==> src/rtl/core/encoder_speed_controller_defines.svh <==
// Assertion macros for the encoder speed controller.
// Needs nothing else; included by the top level only.
`ifndef ENCODER_SPEED_CONTROLLER_DEFINES_SVH
`define ENCODER_SPEED_CONTROLLER_DEFINES_SVH
`ifndef SYNTHESIS
`define ESC_ASSERT(lbl, clk, rst_n, prop, msg) \
  lbl: assert property (@(posedge clk) disable iff (!rst_n) prop) else $error(msg);
`define ESC_ASSERT_NEVER(lbl, clk, rst_n, cond, msg) \
  lbl: assert property (@(posedge clk) disable iff (!rst_n) !(cond)) else $error(msg);
`else
`define ESC_ASSERT(lbl, clk, rst_n, prop, msg)
`define ESC_ASSERT_NEVER(lbl, clk, rst_n, cond, msg)
`endif
`endif

==> src/rtl/core/esc_pkg.sv <==
// Shared types, codes and arithmetic helpers of the encoder speed controller.
// No dependencies.
package esc_pkg;

  localparam int unsigned CfgW   = 16;
  localparam int unsigned CfgIdxW = 3;
  localparam logic [CfgIdxW-1:0] CfgGain  = 3'd0;
  localparam logic [CfgIdxW-1:0] CfgAlpha = 3'd1;
  localparam logic [CfgIdxW-1:0] CfgSlew  = 3'd2;
  localparam logic [CfgIdxW-1:0] CfgMode  = 3'd3;
  localparam logic [CfgIdxW-1:0] CfgFlim  = 3'd4;

  localparam logic [1:0] ReqEdgeA = 2'd0;
  localparam logic [1:0] ReqEdgeB = 2'd1;
  localparam logic [1:0] ReqTick  = 2'd2;

  // serial units
  localparam int unsigned MulW     = 64;
  localparam int unsigned MulBW    = 16;
  localparam int unsigned MulCntW  = $clog2(MulBW + 1);
  localparam int unsigned DivNW    = 26;
  localparam int unsigned DivDW    = 16;
  localparam int unsigned DivCntW  = $clog2(DivNW + 1);

  localparam logic [DivNW-1:0] ClockHz   = 26'd32768;
  localparam logic [DivDW-1:0] SampleMax = 16'd1023;

  typedef struct packed {
    logic busy;
    logic done;
  } unit_st_t;

  // signed divide by 2^k, truncating toward zero
  function automatic logic signed [MulW-1:0] div_pow2(input logic signed [MulW-1:0] v,
                                                      input logic [5:0] k);
    logic signed [MulW-1:0] bias;
    bias = v[MulW-1] ? ((64'sd1 <<< k) - 64'sd1) : 64'sd0;
    return (v + bias) >>> k;
  endfunction

  function automatic logic signed [31:0] sat32(input logic signed [MulW-1:0] v);
    if (v > 64'sd2147483647) begin
      return 32'sh7fffffff;
    end else if (v < -64'sd2147483648) begin
      return 32'sh80000000;
    end
    return v[31:0];
  endfunction

endpackage

==> src/rtl/core/encoder_speed_controller.sv <==
// Channel  | dir | data fields (low bit up)                               | tuser
// s_axis   | in  | capture_time[15:0], pot_value[25:16], zero pad         | req_type
// m_axis   | out | duty, speed_avg, filtered_error, setpoint, zero pad    | -
// cfg      | in  | cfg_idx_i selects register, cfg_data_i written on cfg_we_i
// One request at a time. An edge that updates a speed runs the serial divide, then the
// serial multiply; a tick runs the filter, gain and output multiplies, after a scaling
// multiply and divide in scaling mode. Reset sets all but operand and payload registers;
// the result register lets the next request in while it waits.
// Top level; depends on esc_pkg, esc_mul, esc_div and the defines header.
`include "encoder_speed_controller_defines.svh"
module encoder_speed_controller (
  input  logic                         clk_i,
  input  logic                         rst_ni,
  input  logic                         cfg_we_i,
  input  logic [esc_pkg::CfgIdxW-1:0]  cfg_idx_i,
  input  logic [esc_pkg::CfgW-1:0]     cfg_data_i,
  input  logic                         s_axis_tvalid,
  output logic                         s_axis_tready,
  input  logic [31:0]                  s_axis_tdata,  // capture_time, pot_value
  input  logic [1:0]                   s_axis_tuser,  // req_type
  output logic                         m_axis_tvalid,
  input  logic                         m_axis_tready,
  output logic [55:0]                  m_axis_tdata   // duty, speed_avg, filtered_error, setpoint
);

  localparam logic [3:0] S_IDLE  = 4'd0;
  localparam logic [3:0] S_EDIV  = 4'd1;
  localparam logic [3:0] S_EMUL  = 4'd2;
  localparam logic [3:0] S_MEAN  = 4'd3;
  localparam logic [3:0] S_TSCL  = 4'd4;
  localparam logic [3:0] S_TDIV  = 4'd5;
  localparam logic [3:0] S_TERR  = 4'd6;
  localparam logic [3:0] S_TFLT  = 4'd7;
  localparam logic [3:0] S_TGAIN = 4'd8;
  localparam logic [3:0] S_TOUT  = 4'd9;
  localparam logic [3:0] S_DONE  = 4'd10;

  logic [3:0]  state_q;
  logic [15:0] gain_q, flim_q;
  logic [8:0]  alpha_q, slew_q;
  logic        mode_q;

  logic [15:0] last_a_q, last_b_q, speed_a_q, speed_b_q, mean_q;
  logic        phase_a_q, phase_b_q;
  logic signed [31:0] err_q, out_q;
  logic [9:0]  duty_q, setp_q;
  logic        req_b_q;
  logic [15:0] xd_q;
  logic        m_valid_q;
  logic [55:0] m_data_q;

  logic                            mul_go_q, div_go_q;
  logic                            mul_go_d, div_go_d;
  logic signed [esc_pkg::MulW-1:0] mul_a_q, mul_prod;
  logic [esc_pkg::MulBW-1:0]       mul_b_q;
  logic [esc_pkg::DivNW-1:0]       div_n_q, div_quo;
  logic [esc_pkg::DivDW-1:0]       div_d_q;
  esc_pkg::unit_st_t               mul_st, div_st;

  esc_mul u_mul (
    .clk_i, .rst_ni, .go_i(mul_go_q), .a_i(mul_a_q), .b_i(mul_b_q),
    .prod_o(mul_prod), .st_o(mul_st)
  );

  esc_div u_div (
    .clk_i, .rst_ni, .go_i(div_go_q), .dividend_i(div_n_q), .divisor_i(div_d_q),
    .quot_o(div_quo), .st_o(div_st)
  );

  logic        accept;
  logic [1:0]  in_req;
  logic [15:0] in_time, interval, cur_speed;
  logic [9:0]  in_pot;
  logic        sel_phase;
  logic signed [esc_pkg::MulW-1:0] freq_diff, spd_num, spd_div, err_e, flt_num, inner;
  logic signed [esc_pkg::MulW-1:0] out_num, p64;
  logic [15:0] spd_new;
  logic signed [31:0] new_err, new_out;
  logic [9:0]  new_duty;
  logic [15:0] fe16;

  always_comb begin
    accept    = s_axis_tvalid && s_axis_tready;
    in_req    = s_axis_tuser;
    in_time   = s_axis_tdata[15:0];
    in_pot    = s_axis_tdata[25:16];
    interval  = in_time - (in_req[0] ? last_b_q : last_a_q);
    sel_phase = in_req[0] ? phase_b_q : phase_a_q;
    cur_speed = req_b_q ? speed_b_q : speed_a_q;
    p64       = {{32{out_q[31]}}, out_q};

    freq_diff = $signed({48'd0, div_quo[15:0]}) - $signed({48'd0, cur_speed});
    spd_num   = $signed({40'd0, cur_speed, 8'd0}) + mul_prod;
    spd_div   = esc_pkg::div_pow2(spd_num, 6'd8);
    if (spd_div < 0) begin
      spd_new = '0;
    end else if (spd_div > 64'sd65535) begin
      spd_new = 16'hffff;
    end else begin
      spd_new = spd_div[15:0];
    end

    err_e   = $signed({48'd0, xd_q}) - $signed({48'd0, mean_q})
              - $signed({{32{err_q[31]}}, err_q});
    flt_num = mul_prod + ($signed({{32{err_q[31]}}, err_q}) <<< 8);
    new_err = esc_pkg::sat32(esc_pkg::div_pow2(flt_num, 6'd8));
    inner   = $signed({40'd0, xd_q, 8'd0}) + mul_prod - (p64 <<< 8);
    out_num = (p64 <<< 16) + mul_prod;
    new_out = esc_pkg::sat32(esc_pkg::div_pow2(out_num, 6'd16));
    if (new_out > 32'sd1023) begin
      new_duty = 10'd1023;
    end else if (new_out < 0) begin
      new_duty = '0;
    end else begin
      new_duty = new_out[9:0];
    end

    if (err_q > 32'sd32767) begin
      fe16 = 16'h7fff;
    end else if (err_q < -32'sd32768) begin
      fe16 = 16'h8000;
    end else begin
      fe16 = err_q[15:0];
    end

    // start pulses for the serial units
    mul_go_d = (state_q == S_IDLE && accept && in_req == esc_pkg::ReqTick && mode_q)
               || (state_q == S_EDIV && div_st.done)
               || (state_q == S_TERR)
               || ((state_q == S_TFLT || state_q == S_TGAIN) && mul_st.done);
    div_go_d = (state_q == S_IDLE && accept
                && (in_req == esc_pkg::ReqEdgeA || in_req == esc_pkg::ReqEdgeB)
                && sel_phase && interval != '0)
               || (state_q == S_TSCL && mul_st.done);
  end

  assign s_axis_tready = (state_q == S_IDLE);

  // configuration
  always_ff @(posedge clk_i or negedge rst_ni) begin
    if (!rst_ni) begin
      gain_q  <= 16'd128;
      alpha_q <= 9'd179;
      slew_q  <= 9'd128;
      mode_q  <= 1'b0;
      flim_q  <= 16'd500;
    end else if (cfg_we_i) begin
      priority case (cfg_idx_i)
        esc_pkg::CfgGain:  gain_q  <= cfg_data_i;
        esc_pkg::CfgAlpha: alpha_q <= cfg_data_i[8:0];
        esc_pkg::CfgSlew:  slew_q  <= cfg_data_i[8:0];
        esc_pkg::CfgMode:  mode_q  <= cfg_data_i[0];
        esc_pkg::CfgFlim:  flim_q  <= cfg_data_i;
        default: ;
      endcase
    end
  end

  always_ff @(posedge clk_i or negedge rst_ni) begin
    if (!rst_ni) begin
      state_q   <= S_IDLE;
      last_a_q  <= '0;
      last_b_q  <= '0;
      phase_a_q <= 1'b0;
      phase_b_q <= 1'b0;
      speed_a_q <= '0;
      speed_b_q <= '0;
      mean_q    <= '0;
      err_q     <= '0;
      out_q     <= '0;
      duty_q    <= '0;
      setp_q    <= '0;
      m_valid_q <= 1'b0;
      mul_go_q  <= 1'b0;
      div_go_q  <= 1'b0;
    end else begin
      mul_go_q <= mul_go_d;
      div_go_q <= div_go_d;
      if (m_valid_q && m_axis_tready && state_q != S_DONE) begin
        m_valid_q <= 1'b0;
      end
      unique case (state_q)
        S_IDLE: begin
          if (accept) begin
            priority case (in_req)
              esc_pkg::ReqEdgeA, esc_pkg::ReqEdgeB: begin
                if (in_req[0]) begin
                  last_b_q  <= in_time;
                  phase_b_q <= ~phase_b_q;
                end else begin
                  last_a_q  <= in_time;
                  phase_a_q <= ~phase_a_q;
                end
                if (sel_phase && interval != '0) begin
                  state_q  <= S_EDIV;
                end else begin
                  state_q <= S_MEAN;
                end
              end
              esc_pkg::ReqTick: begin
                if (mode_q) begin
                  state_q  <= S_TSCL;
                end else begin
                  state_q <= S_TERR;
                end
              end
              default: state_q <= S_DONE;
            endcase
          end
        end
        S_EDIV: if (div_st.done) begin
          state_q  <= S_EMUL;
        end
        S_EMUL: if (mul_st.done) begin
          if (req_b_q) begin
            speed_b_q <= spd_new;
          end else begin
            speed_a_q <= spd_new;
          end
          state_q <= S_MEAN;
        end
        S_MEAN: begin
          mean_q  <= 16'(({1'b0, speed_a_q} + {1'b0, speed_b_q}) >> 1);
          state_q <= S_DONE;
        end
        S_TSCL: if (mul_st.done) begin
          state_q  <= S_TDIV;
        end
        S_TDIV: if (div_st.done) begin
          state_q <= S_TERR;
        end
        S_TERR: begin
          setp_q   <= (xd_q > 16'd1023) ? 10'd1023 : xd_q[9:0];
          state_q  <= S_TFLT;
        end
        S_TFLT: if (mul_st.done) begin
          err_q    <= new_err;
          state_q  <= S_TGAIN;
        end
        S_TGAIN: if (mul_st.done) begin
          state_q  <= S_TOUT;
        end
        S_TOUT: if (mul_st.done) begin
          out_q   <= new_out;
          duty_q  <= new_duty;
          state_q <= S_DONE;
        end
        S_DONE: if (!m_valid_q || m_axis_tready) begin
          m_valid_q <= 1'b1;
          state_q   <= S_IDLE;
        end
        default: state_q <= S_IDLE;
      endcase
    end
  end

  // operands and payload
  always_ff @(posedge clk_i) begin
    unique case (state_q)
      S_IDLE: begin
        req_b_q <= in_req[0];
        xd_q    <= {6'd0, in_pot};
        mul_a_q <= $signed({54'd0, in_pot});
        mul_b_q <= flim_q;
        div_n_q <= esc_pkg::ClockHz;
        div_d_q <= interval;
      end
      S_EDIV: begin
        mul_a_q <= freq_diff;
        mul_b_q <= {7'd0, slew_q};
      end
      S_TSCL: begin
        div_n_q <= mul_prod[esc_pkg::DivNW-1:0];
        div_d_q <= esc_pkg::SampleMax;
      end
      S_TDIV: xd_q <= div_quo[15:0];
      S_TERR: begin
        mul_a_q <= err_e;
        mul_b_q <= {7'd0, alpha_q};
      end
      S_TFLT: begin
        mul_a_q <= {{32{new_err[31]}}, new_err};
        mul_b_q <= gain_q;
      end
      S_TGAIN: begin
        mul_a_q <= inner;
        mul_b_q <= {7'd0, slew_q};
      end
      S_DONE: if (!m_valid_q || m_axis_tready) begin
        m_data_q <= {4'd0, setp_q, fe16, mean_q, duty_q};
      end
      default: ;
    endcase
  end

  assign m_axis_tvalid = m_valid_q;
  assign m_axis_tdata  = m_data_q;

  `ESC_ASSERT(a_accept_busy, clk_i, rst_ni, accept |=> state_q != S_IDLE, "request not taken up")
  `ESC_ASSERT_NEVER(a_mul_overrun, clk_i, rst_ni, mul_go_q && mul_st.busy, "multiplier restarted")
  `ESC_ASSERT_NEVER(a_div_overrun, clk_i, rst_ni, div_go_q && div_st.busy, "divider restarted")
  `ESC_ASSERT(a_result_src, clk_i, rst_ni, $rose(m_valid_q) |-> $past(state_q) == S_DONE, "stray result")

endmodule

==> src/rtl/core/esc_mul.sv <==
// Bit-serial shift-add multiplier: signed 64-bit multiplicand, unsigned 16-bit multiplier.
// Depends on esc_pkg.
module esc_mul (
  input  logic                               clk_i,
  input  logic                               rst_ni,
  input  logic                               go_i,
  input  logic signed [esc_pkg::MulW-1:0]    a_i,
  input  logic        [esc_pkg::MulBW-1:0]   b_i,
  output logic signed [esc_pkg::MulW-1:0]    prod_o,
  output esc_pkg::unit_st_t                  st_o
);

  logic                             busy_q, done_q;
  logic [esc_pkg::MulCntW-1:0]      cnt_q;
  logic signed [esc_pkg::MulW-1:0]  a_q, acc_q;
  logic [esc_pkg::MulBW-1:0]        b_q;

  always_ff @(posedge clk_i or negedge rst_ni) begin
    if (!rst_ni) begin
      busy_q <= 1'b0;
      done_q <= 1'b0;
      cnt_q  <= '0;
    end else begin
      done_q <= 1'b0;
      if (go_i) begin
        busy_q <= 1'b1;
        cnt_q  <= esc_pkg::MulCntW'(esc_pkg::MulBW);
      end else if (busy_q) begin
        cnt_q <= cnt_q - esc_pkg::MulCntW'(1);
        if (cnt_q == esc_pkg::MulCntW'(1)) begin
          busy_q <= 1'b0;
          done_q <= 1'b1;
        end
      end
    end
  end

  always_ff @(posedge clk_i) begin
    if (go_i) begin
      a_q   <= a_i;
      b_q   <= b_i;
      acc_q <= '0;
    end else if (busy_q) begin
      if (b_q[0]) begin
        acc_q <= acc_q + a_q;
      end
      a_q <= a_q <<< 1;
      b_q <= b_q >> 1;
    end
  end

  assign prod_o  = acc_q;
  assign st_o.busy = busy_q;
  assign st_o.done = done_q;

endmodule

==> src/rtl/core/esc_div.sv <==
// Restoring divider, one quotient bit per cycle.
// Depends on esc_pkg. Divisor must be non-zero.
module esc_div (
  input  logic                          clk_i,
  input  logic                          rst_ni,
  input  logic                          go_i,
  input  logic [esc_pkg::DivNW-1:0]     dividend_i,
  input  logic [esc_pkg::DivDW-1:0]     divisor_i,
  output logic [esc_pkg::DivNW-1:0]     quot_o,
  output esc_pkg::unit_st_t             st_o
);

  logic                          busy_q, done_q;
  logic [esc_pkg::DivCntW-1:0]   cnt_q;
  logic [esc_pkg::DivNW-1:0]     quo_q;
  logic [esc_pkg::DivDW-1:0]     rem_q, dvs_q;
  logic [esc_pkg::DivDW:0]       rem_sh;
  logic                          fits;

  always_comb begin
    rem_sh = {rem_q, quo_q[esc_pkg::DivNW-1]};
    fits   = rem_sh >= {1'b0, dvs_q};
  end

  always_ff @(posedge clk_i or negedge rst_ni) begin
    if (!rst_ni) begin
      busy_q <= 1'b0;
      done_q <= 1'b0;
      cnt_q  <= '0;
    end else begin
      done_q <= 1'b0;
      if (go_i) begin
        busy_q <= 1'b1;
        cnt_q  <= esc_pkg::DivCntW'(esc_pkg::DivNW);
      end else if (busy_q) begin
        cnt_q <= cnt_q - esc_pkg::DivCntW'(1);
        if (cnt_q == esc_pkg::DivCntW'(1)) begin
          busy_q <= 1'b0;
          done_q <= 1'b1;
        end
      end
    end
  end

  always_ff @(posedge clk_i) begin
    if (go_i) begin
      quo_q <= dividend_i;
      dvs_q <= divisor_i;
      rem_q <= '0;
    end else if (busy_q) begin
      rem_q <= fits ? esc_pkg::DivDW'(rem_sh - {1'b0, dvs_q}) : rem_sh[esc_pkg::DivDW-1:0];
      quo_q <= {quo_q[esc_pkg::DivNW-2:0], fits};
    end
  end

  assign quot_o    = quo_q;
  assign st_o.busy = busy_q;
  assign st_o.done = done_q;

endmodule

==> config.mk <==
export PLATFORM = sky130hd
export DESIGN_NAME = encoder_speed_controller
export DESIGN_NICKNAME = d
export VERILOG_FILES = /design/src/rtl/core/esc_pkg.sv /design/src/rtl/core/encoder_speed_controller.sv /design/src/rtl/core/esc_mul.sv /design/src/rtl/core/esc_div.sv
export VERILOG_INCLUDE_DIRS = /design/src /design/src/rtl/core
export SDC_FILE = /design/constraint.sdc
export NUM_CORES = 2
export LEC_CHECK = 0
export BUFFER_PORTS_ARGS = -buffer_cell sky130_fd_sc_hd__buf_4
export CORE_MARGIN = 2
export CORE_UTILIZATION = 65
export CTS_CLUSTER_DIAMETER = 200
export DETAILED_ROUTE_END_ITERATION = 10
export MAX_ROUTING_LAYER = met4
export PLACE_DENSITY = 0.82
export SLEW_MARGIN = 20
export SYNTH_ARGS = -nofsm -noshare
export SYNTH_HDL_FRONTEND = slang
export SYNTH_SLANG_ARGS = --single-unit
==> constraint.sdc <==
create_clock -name clk_i -period 8.3 [get_ports clk_i]
set_input_delay 1.66 -clock clk_i [delete_from_list [all_inputs] [get_ports clk_i]]
set_output_delay 1.66 -clock clk_i [all_outputs]
set_load 0.02 [all_outputs]
==> summary.md <==
| Metric | Value |
|---|---|
| Status | `complete, no violations` |
| GR Overflow Total | `0` |
| Leakage | `24.4 nW` |
| Worst-Skew Late Latency | `0.65 ns` |
| I/O pin count | `116` |
| Hold Fails Final Rpt | `0` |
| HP Class | `flop to flop` |
| Combinational share of power | `0.649` |
| MaxCap Viol Count | `0` |
| Simple-gate share of the synthesized area | `0.168` |
| Worst-Margin Slew | `1.17 ns` |
| Die outline height | `286 um` |
| Post-synthesis xor/xnor area fraction | `0.0665` |
| Final TNS setup | `0 ns` |
| Total Power | `0.0282 W` |
| Pwr Density | `497 mW/mm2` |
| Top_reg_cell synth | `edfxtp_1` |
| CTS Hold Bufs | `0` |
| Via count | `46.6k` |
| Seq. cell area | `0.0170 mm2` |
| Worst Path Arrival | `8.41 ns` |
| Post-Route WL | `165,000 um` |
| M2 GR Usage | `0.635` |
| Clock slew at reported path FFs | `0.06 ns` |
| Largest net degree at the start of global routing | `136` |
| Post-synth top area cell | `edfxtp_1` |
| CP Class | `flop to flop` |
| Post-synthesis cell count | `5,767` |
| Multi-input logic area | `0.0325 mm2` |
| Max Slew Vio Count | `0` |
| Synth top area share | `0.182` |
| Max frequency | `0.127 GHz` |
| Worst Skew | `0.0453 ns` |
| DRT iter0 DRCs | `4,835` |
| CP Buf/Inv Count | `4` |
| Die footprint | `0.0817 mm2` |
| Tmin final | `7.90 ns` |
| Maximum vdd drop | `0.290 mV` |
| Slew headroom | `0.211` |
| Register bit count reported by yosys | `631` |
| Internal power | `0.0145 W` |
| Initial antenna violation count | `10` |
| Remaining DRCs | `0` |
| Critical path's slowest cell | `edfxtp_1` |
| Met3 Usage GRT | `0.0600` |
| CTS sink count | `631` |
| Count leader, synth | `nand2_1` |
| Commonest cells in the netlist | `nand2_1 (491), ha_1 (425), nor2_1 (424)` |
| Layout Nets | `6,412` |
| Vias per std cell | `6.64` |
| Busiest grt layer | `met2` |
| Net Switching | `0.0138 W` |
| Post-Synth Adder-Cell Area | `0.113` |
| Synthesized area | `0.0516 mm2` |
| WL per Instance | `23.4 um` |
| Clk network pwr share | `0.118` |
| PortBufs | `105` |
| Startpoint Class | `flop` |
| Post-synth cell types | `118` |
| First-pass GRT wire length | `253,000 um` |
| HPWL after DPL | `127,000 um` |
| TritonCTS Buffers | `73` |
| Top post-synthesis cells by area | `edfxtp_1 (18%), dfrtp_1 (11%), ha_1 (10%), mux2_2 (4.4%), xnor2_1 (4.3%)` |
| Seq/Total Area, Yosys | `0.329` |
| First-pass DRT Iterations | `6` |
| Crit-path max FO | `32` |
| GPL Wtd Cong | `1.04` |
| Syn Area/Cell | `8.95 um2` |
| Row Count | `103` |
| Post-route ant nets | `0` |
| Core footprint | `0.0789 mm2` |
| Critical Path RT | `8.81 ns` |
| Largest family of logic cells by synthesized area | `compound AO/OA/AOI/OAI gates` |
| H-tree levels | `3` |
| CTS Root Cell | `clkbuf_16` |
| Critical Path End Type | `flop` |
| Ys async rst share | `0.377` |
| Vias in the first global route | `44.3k` |
| Setup violators final | `0` |
| Switch share | `0.488` |
| Layout cell share with drive strength beyond 1 | `0.129` |
| Die W | `286 um` |
| Area Overhead vs Synth | `9.98%` |
| Max Root-Sink Buffers | `3` |
| Reg power frac | `0.233` |
| Routing usage on met1 | `0.518` |
| Critical path's largest stage delay | `0.66 ns` |
| Syn. warnings | `0` |
| Final period util | `0.952` |
| Initial Util | `0.655` |
| Post-synth EDFFs | `313` |
| Critical path's top delay family | `simple AND/OR/NAND/NOR gates` |
| Number of fill cells | `6,060` |
| Mux contribution to synthesized area | `0.0547` |
| CTS tree | `built` |
| Overall Global Routing Usage | `0.408` |
| Compound-gate portion of the synthesized area | `0.225` |
| CP Cell Sequence | `buf_4, mux2i_1, inv_1, ha_1, and3_1, nand2_1, and3b_1, o211ai_1, a211oi_1, xnor2_2, inv_1, ha_1, nand4_1, or2_2, o41ai_4, and4_1, and3_1, nand2_1, or4_1, a21oi_1, nand4b_1, buf_4, or3_1, o221a_2` |
-- area by class of cell --
class | count | share of cell area
well taps | 1050 | 0.0231
clock inverters | 40 | 0.00923
clock buffers | 93 | 0.0342
multi-input cells | 4552 | 0.573
flip-flops and latches | 631 | 0.299
repair buffers | 274 | 0.0368
diodes | 8 | 0.000353
inverters | 371 | 0.0245
-- worst paths after layout --
path / from / to / slack (ns) / depth (start not counted)
setup / recovery: req_b_q / speed_b_q[7] / 0.40 / 24
hold / removal: div_d_q[2] / u_div.dvs_q[2] / 0.40 / 0
setup reg to reg: req_b_q / speed_b_q[7] / 0.40 / 24
hold reg to reg: div_d_q[2] / u_div.dvs_q[2] / 0.40 / 0
max in group asynchronous: rst_ni / flim_q[14] / 6.02 / 2
min in group asynchronous: rst_ni / last_a_q[15] / 1.00 / 1
-- through the flow --
stage / utilization / worst slack (ns) / std cells / hold slack, ns / cell area (um2)
floorplan: - / 0.659 / 5770 / 0.400 / 51600
global placement: 0.687 / 0.294 / 6876 / 0.404 / 54200
detailed placement: 0.687 / 0.169 / 6876 / 0.407 / 54200
CTS: 0.718 / 0.124 / 7009 / 0.403 / 56700
global route: 0.720 / -0.0256 / 7019 / 0.411 / 56800
finish: 0.720 / 0.401 / 7019 / 0.403 / 56800
-- placed cells by master (no fill, tap or decap), types with 47 or more instances in the layout --
cell,instances
a211oi_1,70
a21o_1,195
a21oi_1,420
and3_1,65
buf_4,271
clkbuf_16,73
dfrtp_1,222
dfxtp_1,75
edfxtp_1,313
ha_1,423
inv_1,368
mux2_2,201
mux2i_1,56
nand2_1,489
nand2b_1,74
nand3_1,151
nand4_1,64
nor2_1,420
nor2b_1,47
nor3_1,119
o21a_1,68
o21ai_0,293
o21bai_1,67
or3_1,75
xnor2_1,255
xor2_1,136
-- cell families (layout without fill, tap and decap cells) --
group,after synthesis,count (layout)
simple gates,1754,1754
compound gates,1694,1694
flops,631,631
buf+inv,587,778
fa+ha+maj,451,451
xor+xnor,392,392
mux,257,257
other cells,1,12
-- sequential cells by signal, indices dropped and copies added (netlist names), 10 cells and up --
name	cells
mean_q	16
setp_q	10
mul_a_q	64
last_a_q	16
u_div.dvs_q	16
gain_q	16
duty_q	10
mul_b_q	16
u_div.rem_q	16
last_b_q	16
u_mul.a_q	64
flim_q	16
div_d_q	16
u_div.quot_o	26
m_axis_tdata	52
out_q	32
speed_b_q	16
u_mul.prod_o	64
xd_q	16
u_mul.b_q	16
speed_a_q	16
div_n_q	26
err_q	32
-- routing by layer --
metal	part of all wire	routed length, um
met2	0.45	74400
met1	0.40	66200
met4	0.062	10200
met3	0.084	13800
met5	0	0
-- power groups by stage --
stage	Clock (W)	Sequential (W)	Combinational, W
final	0.00333	0.00659	0.0183
after global routing	0.00345	0.00665	0.0200
after CTS	0.00334	0.00652	0.0179
after detailed placement	0	0.00655	0.0177
after global placement	0	0.00650	0.0174
after floorplan	0	0.00587	0.0133
-- repair_timing --
item,4_1_cts,5_1_grt
buffers inserted,0,2
resized for setup,0,21
endpoints found under the setup margin,0,147
(Power assumes the default switching activity.)
